File: src/lab_statistics_color_transfer_unit_assert.svh
// Assertion macros shared by the colour transfer RTL.
`ifndef LAB_STATISTICS_COLOR_TRANSFER_UNIT_ASSERT_SVH
`define LAB_STATISTICS_COLOR_TRANSFER_UNIT_ASSERT_SVH

// The condition must never hold at a clock edge outside reset.
`define LSCT_ASSERT_NEVER(lbl, clk, rst_n, cond) \
	lbl: assert property (@(posedge clk) disable iff (!rst_n) !(cond)) \
		else $error("lsct assertion failed");

// Whenever a holds, b must hold in the same cycle.
`define LSCT_ASSERT_IMP(lbl, clk, rst_n, a, b) \
	lbl: assert property (@(posedge clk) disable iff (!rst_n) (a) |-> (b)) \
		else $error("lsct assertion failed");

`endif

File: src/lsct_pkg.sv
// Constants, codes and controller/datapath interface types of the colour transfer unit.
package lsct_pkg;

	localparam int MAX_PIXELS_LOG2 = 22;
	localparam int FRAC_BITS = 16;
	localparam int NUM_CHAN = 3;

	localparam int CNT_W = MAX_PIXELS_LOG2 + 1;
	localparam int SUM_W = MAX_PIXELS_LOG2 + 8;
	localparam int SQ_W = MAX_PIXELS_LOG2 + 16;
	localparam int MEAN_W = 8 + FRAC_BITS;
	localparam int E2_W = 16 + 2 * FRAC_BITS;
	localparam int DEV_W = 8 + FRAC_BITS;
	localparam int RATIO_W = FRAC_BITS + 16;
	localparam int DVD_W = SQ_W + 2 * FRAC_BITS;
	localparam int DEN_W = (CNT_W > DEV_W) ? CNT_W : DEV_W;
	localparam int DIV_CNT_W = $clog2(DVD_W + 1);
	localparam int SQ_STEPS = E2_W / 2;
	localparam int SQ_CNT_W = $clog2(SQ_STEPS + 1);
	localparam int PROD_W = RATIO_W + MEAN_W;
	localparam int LIM_W = (PROD_W > 63) ? PROD_W : 63;
	localparam int ACC_W = LIM_W + 1;

	localparam logic [1:0] LAST_CHAN = 2'(NUM_CHAN - 1);

	// Request kinds carried in the input tuser.
	localparam logic [1:0] OP_TARGET = 2'd0;
	localparam logic [1:0] OP_SOURCE = 2'd1;
	localparam logic [1:0] OP_TRANSFORM = 2'd2;

	// Result status codes carried in the output tuser.
	localparam logic [1:0] STAT_OK = 2'd0;
	localparam logic [1:0] STAT_FLAT = 2'd1;
	localparam logic [1:0] STAT_NOT_READY = 2'd2;

	// Dividend selection of the shared divider.
	localparam logic [1:0] DIV_MEAN = 2'd0;
	localparam logic [1:0] DIV_E2 = 2'd1;
	localparam logic [1:0] DIV_RATIO = 2'd2;

	typedef struct packed {
		logic       acc_en;
		logic       acc_side;
		logic       xf_cap;
		logic       side;
		logic [1:0] chan;
		logic       div_start;
		logic [1:0] div_sel;
		logic       st_mean;
		logic       st_e2;
		logic       mul_sq;
		logic       sqrt_start;
		logic       st_dev;
		logic       st_ratio;
		logic       ratio_zero;
		logic       clr_flat;
		logic       set_ready;
		logic       xf_d;
		logic       xf_mul;
		logic       xf_res;
		logic       out_load;
	} lsct_cmd_t;

	typedef struct packed {
		logic div_busy;
		logic sqrt_busy;
		logic dev_src_zero;
		logic stats_ready;
		logic out_free;
	} lsct_sts_t;

endpackage

File: src/lsct_ctrl.sv
// Controller state machine of the colour transfer unit.
module lsct_ctrl (
	input  logic              clk,
	input  logic              arst_n,
	input  logic              s_tvalid,
	output logic              s_tready,
	input  logic [1:0]        s_tuser,
	input  logic              s_tlast,
	input  lsct_pkg::lsct_sts_t sts,
	output lsct_pkg::lsct_cmd_t cmd
);
	import lsct_pkg::*;

	localparam logic [3:0] ST_IDLE   = 4'd0;
	localparam logic [3:0] ST_XF_D   = 4'd1;
	localparam logic [3:0] ST_XF_M   = 4'd2;
	localparam logic [3:0] ST_XF_R   = 4'd3;
	localparam logic [3:0] ST_OUT    = 4'd4;
	localparam logic [3:0] ST_S_MEAN = 4'd5;
	localparam logic [3:0] ST_W_MEAN = 4'd6;
	localparam logic [3:0] ST_S_E2   = 4'd7;
	localparam logic [3:0] ST_W_E2   = 4'd8;
	localparam logic [3:0] ST_MSQ    = 4'd9;
	localparam logic [3:0] ST_S_SQRT = 4'd10;
	localparam logic [3:0] ST_W_SQRT = 4'd11;
	localparam logic [3:0] ST_S_RAT  = 4'd12;
	localparam logic [3:0] ST_W_RAT  = 4'd13;

	logic [3:0] state_q, state_d;
	logic       side_q, side_d;
	logic [1:0] chan_q, chan_d;

	always_comb begin
		cmd = '0;
		cmd.side = side_q;
		cmd.chan = chan_q;
		state_d = state_q;
		side_d = side_q;
		chan_d = chan_q;
		s_tready = 1'b0;
		case (state_q)
			ST_IDLE: begin
				s_tready = 1'b1;
				chan_d = 2'd0;
				side_d = 1'b1;
				if (s_tvalid) begin
					case (s_tuser)
						OP_TARGET: begin
							cmd.acc_en = 1'b1;
							cmd.acc_side = 1'b0;
						end
						OP_SOURCE: begin
							cmd.acc_en = 1'b1;
							cmd.acc_side = 1'b1;
							if (s_tlast) begin
								cmd.clr_flat = 1'b1;
								state_d = ST_S_MEAN;
							end
						end
						OP_TRANSFORM: begin
							cmd.xf_cap = 1'b1;
							state_d = sts.stats_ready ? ST_XF_D : ST_OUT;
						end
						default: ;
					endcase
				end
			end
			ST_XF_D: begin
				cmd.xf_d = 1'b1;
				state_d = ST_XF_M;
			end
			ST_XF_M: begin
				cmd.xf_mul = 1'b1;
				state_d = ST_XF_R;
			end
			ST_XF_R: begin
				cmd.xf_res = 1'b1;
				if (chan_q == LAST_CHAN) begin
					state_d = ST_OUT;
				end else begin
					chan_d = chan_q + 2'd1;
					state_d = ST_XF_D;
				end
			end
			ST_OUT: begin
				if (sts.out_free) begin
					cmd.out_load = 1'b1;
					state_d = ST_IDLE;
				end
			end
			ST_S_MEAN: begin
				cmd.div_start = 1'b1;
				cmd.div_sel = DIV_MEAN;
				state_d = ST_W_MEAN;
			end
			ST_W_MEAN: begin
				if (!sts.div_busy) begin
					cmd.st_mean = 1'b1;
					state_d = ST_S_E2;
				end
			end
			ST_S_E2: begin
				cmd.div_start = 1'b1;
				cmd.div_sel = DIV_E2;
				state_d = ST_W_E2;
			end
			ST_W_E2: begin
				if (!sts.div_busy) begin
					cmd.st_e2 = 1'b1;
					state_d = ST_MSQ;
				end
			end
			ST_MSQ: begin
				cmd.mul_sq = 1'b1;
				state_d = ST_S_SQRT;
			end
			ST_S_SQRT: begin
				cmd.sqrt_start = 1'b1;
				state_d = ST_W_SQRT;
			end
			ST_W_SQRT: begin
				if (!sts.sqrt_busy) begin
					cmd.st_dev = 1'b1;
					if (side_q) begin
						side_d = 1'b0;
						state_d = ST_S_MEAN;
					end else begin
						state_d = ST_S_RAT;
					end
				end
			end
			ST_S_RAT: begin
				if (sts.dev_src_zero) begin
					cmd.ratio_zero = 1'b1;
					if (chan_q == LAST_CHAN) begin
						cmd.set_ready = 1'b1;
						state_d = ST_IDLE;
					end else begin
						chan_d = chan_q + 2'd1;
						side_d = 1'b1;
						state_d = ST_S_MEAN;
					end
				end else begin
					cmd.div_start = 1'b1;
					cmd.div_sel = DIV_RATIO;
					state_d = ST_W_RAT;
				end
			end
			ST_W_RAT: begin
				if (!sts.div_busy) begin
					cmd.st_ratio = 1'b1;
					if (chan_q == LAST_CHAN) begin
						cmd.set_ready = 1'b1;
						state_d = ST_IDLE;
					end else begin
						chan_d = chan_q + 2'd1;
						side_d = 1'b1;
						state_d = ST_S_MEAN;
					end
				end
			end
			default: state_d = ST_IDLE;
		endcase
	end

	always_ff @(posedge clk or negedge arst_n) begin
		if (!arst_n) begin
			state_q <= ST_IDLE;
			side_q <= 1'b1;
			chan_q <= 2'd0;
		end else begin
			state_q <= state_d;
			side_q <= side_d;
			chan_q <= chan_d;
		end
	end

endmodule

File: config.mk
export PLATFORM = sky130hd
export DESIGN_NAME = lsct_ctrl
export DESIGN_NICKNAME = d
export VERILOG_FILES = /design/src/lab_statistics_color_transfer_unit_assert.svh /design/src/lsct_pkg.sv /design/src/lsct_ctrl.sv
export SDC_FILE = /design/constraint.sdc
export NUM_CORES = 1
export LEC_CHECK = 0
export ABC_AREA = 0
export BUFFER_PORTS_ARGS = -buffer_cell sky130_fd_sc_hd__buf_2
export CORE_AREA = 2 2 51 53
export CTS_CLUSTER_SIZE = 40
export DETAILED_ROUTE_END_ITERATION = 12
export DIE_AREA = 0 0 53 55
export GPL_TIMING_DRIVEN = 0
export MAX_ROUTING_LAYER = met4
export PLACE_DENSITY = 0.75
export SYNTH_ARGS = -nofsm -noshare
export SYNTH_HDL_FRONTEND = slang
export SYNTH_SLANG_ARGS = --single-unit
export TNS_END_PERCENT = 1
File: constraint.sdc
create_clock -name clk -period 3.9 [get_ports clk]
set_input_delay 0.975 -clock clk [delete_from_list [all_inputs] [get_ports clk]]
set_output_delay 0.975 -clock clk [all_outputs]
set_load 0.1 [all_outputs]
==> implementation parameters <==
Parameter                              Value

Layout
  Area of the multi-input gates ... approximately 650 µm²
  Fillers ... around 250
  Post-layout nets ... between 150 and 200
  ANT cells ... 0
  Most common library cell in the layout ignoring fill and taps ... sky130_fd_sc_hd__buf_2
  Most frequent cells in the layout ... sky130_fd_sc_hd__buf_2, sky130_fd_sc_hd__nor2_1, sky130_fd_sc_hd__inv_1, sky130_fd_sc_hd__nand2_1, sky130_fd_sc_hd__nor3_1
  Share of post-route cells with drive strength above 1 ... 38.5%
  FF+latch area ... about 180 µm²
  Area growth, synth to finish ... 25.9%
  Final standard cell utilization of the core ... between 40% and 50%

Pwr
  Leakage power ... 0.000622 µW
  Power density relative to cell area ... a little over 900 nW/µm²
  Worst-case vdd ir drop ... 498 µV
  Fraction of power spent switching nets ... about 64%
  Part of the power in registers ... 12.7%
  Clk pwr share ... 6.5%
  Switching pwr ... about 680 µW
  Gate power share ... between 80 and 90%
  Cell-internal power ... around 380 µW

Logic synthesis
  Async SR Flop Fraction ... 100%
  Synthesis warning total ... 0
  Synthesized flop and latch total ... 7
  Post-Syn Instances ... around 110
  Sequential cell area fraction in the yosys report ... roughly a fifth
  Predominant post-synthesis flop cell ... sky130_fd_sc_hd__dfrtp_1
  Synth cell types ... 46
  Number of enable flip-flop cells after synthesis ... 0
  Per-instance average area after synthesis ... between 8 and 9 µm²
  Mapped Nets ... between 100 and 150
  Netlist Area Pre-Place ... just over 900 µm²

Floorplan
  Initial core utilization ... roughly two fifths
  Die Span X ... around 53 µm
  Total die area ... 2920 µm²
  Die span in y ... 55 µm
  Floorplan core area ... between 2000 and 2500 µm²
  Cell Rows ... 18
  Boundary pin count ... 34

CTS
  CTS Hold Bufs ... 0
  Clock transition time at the flip-flop clock pins of the worst setup and hold paths ... about 0.050 ns
  Root buf cell ... sky130_fd_sc_hd__clkbuf_4
  Clock latency on the worst-skew pair ... 0.26 ns
  Number of sinks handled by clock tree synthesis ... 7
  Maximum level of the CTS H-tree ... 1
  Max Root-Sink Buffers ... 2
  Resized Gates After CTS ... 0
  TritonCTS buffer count ... 3
  Number of buffers added for setup after CTS ... 0
  CTS tree ... done

GRT
  Global-route wire length before repair ... ~4000 µm
  Number of antenna violations at the first check in global routing ... 0
  Number of global-route vias before repair ... 900
  Overflow left after global routing ... 0
  Aggregate global-route resource usage ... 19.6%
  Maximum number of pins on one net before global-route repair ... 11

Placement
  Port bufs ... 33
  Placed wire-length estimate ... about 2000 µm
  RePlAce Congestion ... between 0.8 and 0.9

Detailed routing
  Vias/cell ... 5.39
  Wirelength, routed ... about 2500 µm
  DR DRC count ... 0
  Wire length per cell after detailed routing ... 14.1 µm
  Iter 0 DRT Violations ... 20
  Remaining number of nets flagged by the antenna check after routing ... 0
  Iteration count of the initial detailed-routing pass ... 4
  DR vias ... ~960

STA
  Final setup violating endpoints ... 0
  Hold Vio Cnt, Final ... 0
  Max Fclk ... approximately 330 MHz
  Relative slew slack ... between 60% and 70%
  Final critical path time including I/O delays and setup ... 3.05 ns
  Clock tree skew after final layout ... slightly above 0.005 ns
  RSZ-0062 raised after global routing ... no
  Slew at the pin closest to its max-slew limit ... 0.491 ns
  Setup TNS Final ... 0 ns
  Part of the cycle the worst path needs ... 78.1%
  Pins over their slew limit ... 0

Setup path
  Maximum cell stage delay along the critical path ... 0.45 ns
  Critical path peak fanout ... 10
  Worst Path Arrival ... around 2.1 ns
  Number of buffers and inverters on the critical path ... 3
  CP endpoint ... cmd[12]
  Critical path cell sequence ... buf_2 -> clkbuf_1 -> nand2b_1 -> nor3_1 -> buf_2
  Worst Path Required ... around 3 ns
  Crit path launch ... state_q[1]
  Instance count on the critical path ... 5
  Cells on worst reg2reg path ... 4
  Crit-path leading delay family ... buffers and inverters
  Critical path type ... reg2out
  Top cell by count, worst path ... sky130_fd_sc_hd__buf_2
  Slowest cell on the critical path ... sky130_fd_sc_hd__buf_2
  Reg-to-reg endpoint ... state_q[2]
  Startpoint of the lowest-slack register-to-register path ... state_q[2]
  Endpoint type of the worst setup path ... output pin
  Reg2reg setup slack ... 2.16 ns
  Element type at the critical path start ... flop

Hold path
  Class of the tightest hold or removal check ... reg2reg

Run status
  Result of the run ... finished, final reports clean

Run
  Number of max-cap violations ... 0
sequential cells by signal (all words and copies together) (netlist names):
| name | count |
|---|---|
| chan_q | 2 |
| side_q | 1 |
| state_q | 4 |
logic make-up (layout without fill, tap and decap cells):
group | after synthesis | count (layout) | synth area share, %
simple gates | 49 | 49 | 30.4
compound gates | 25 | 25 | 26.0
buf+inv | 19 | 56 | 9.77
flops | 7 | 7 | 19.4
fa+ha+maj | 5 | 5 | 6.88
mux | 5 | 5 | 6.60
xor+xnor | 1 | 1 | 0.963
cells in the mapped netlist (2+ instances only):
cell type | number | share of area (%)
sky130_fd_sc_hd__a21o_1 | 3 | 2.5
sky130_fd_sc_hd__nand2b_1 | 4 | 2.8
sky130_fd_sc_hd__o21ai_1 | 2 | 1.1
sky130_fd_sc_hd__clkbuf_1 | 2 | 0.83
sky130_fd_sc_hd__nand2_1 | 9 | 3.7
sky130_fd_sc_hd__dfrtp_1 | 6 | 17
sky130_fd_sc_hd__o21ai_0 | 2 | 1.1
sky130_fd_sc_hd__nor2b_1 | 3 | 2.1
sky130_fd_sc_hd__and3b_1 | 2 | 1.9
sky130_fd_sc_hd__o211ai_1 | 2 | 1.7
sky130_fd_sc_hd__nand3_1 | 2 | 1.1
sky130_fd_sc_hd__mux2_4 | 2 | 3.3
sky130_fd_sc_hd__and2_1 | 3 | 2.1
sky130_fd_sc_hd__o211a_1 | 2 | 2.2
sky130_fd_sc_hd__buf_2 | 5 | 2.8
sky130_fd_sc_hd__mux2i_1 | 3 | 3.3
sky130_fd_sc_hd__and3_1 | 4 | 2.8
sky130_fd_sc_hd__nor3_1 | 7 | 3.9
sky130_fd_sc_hd__inv_1 | 9 | 3.7
sky130_fd_sc_hd__nor2_1 | 9 | 3.7
sky130_fd_sc_hd__ha_1 | 5 | 6.9
worst min path at each step:
stage	from	endpoint	slack (ns)	cells past startpoint
after floorplan	side_q	side_q	0.55	3
after global placement	chan_q[0]	chan_q[0]	0.49	1
after detailed placement	chan_q[0]	chan_q[0]	0.51	1
after CTS	chan_q[0]	chan_q[0]	0.51	1
after global routing	arst_n	state_q[3]	0.54	1
final	chan_q[0]	chan_q[0]	0.50	1
stage by stage:
| stage | hold WS (ns) | power [µW] | std cells | worst slack, ns | cell area, µm² |
|---|---|---|---|---|---|
| 2_1_floorplan | 0.546 | 853 | 111 | -0.509 | 916 |
| 4_1_cts | 0.513 | 1070 | 178 | 0.863 | 1140 |
| 3_3_place_gp | 0.492 | 973 | 174 | 0.936 | 1120 |
| 6_report | 0.501 | 1070 | 178 | 0.853 | 1140 |
| 5_1_grt | 0.536 | 1130 | 178 | 0.699 | 1140 |
| 3_5_place_dp | 0.512 | 996 | 174 | 0.903 | 1120 |
worst register-to-register path: cells and delay by family, from the launching register on:
| family | cells | cell delay, ns |
|---|---|---|
| compound gates | 1 | 0.29 |
| flops | 1 | 0.42 |
| mux | 2 | 0.66 |
| simple gates | 1 | 0.26 |
power by group through the flow:
stage	Sequential (µW)	Clock [µW]	Combinational, µW
after CTS	136	69.1	862
final	135	69.1	862
after global placement	135	0	839
after global routing	141	74.6	911
after floorplan	175	0	678
after detailed placement	137	0	859
cell type report:
cell class | instances | share of cell area (%)
flip-flops and latches | 7 | 15.4
inverters | 10 | 3.28
clock buffers | 4 | 2.30
plain buffers | 9 | 4.48
well taps | 30 | 3.28
repair buffers | 33 | 14.4
multi-input cells | 85 | 56.8
layer usage:
metal  vias to the layer above  track usage [%]  wire length [µm]
met5                         -                -                 0
met1                       456             23.3              1120
li1                        470                -                 -
met4                         0             7.26                23
met3                         4             4.84               145
met2                        29             32.3              1220
(Power assumes the default switching activity.)
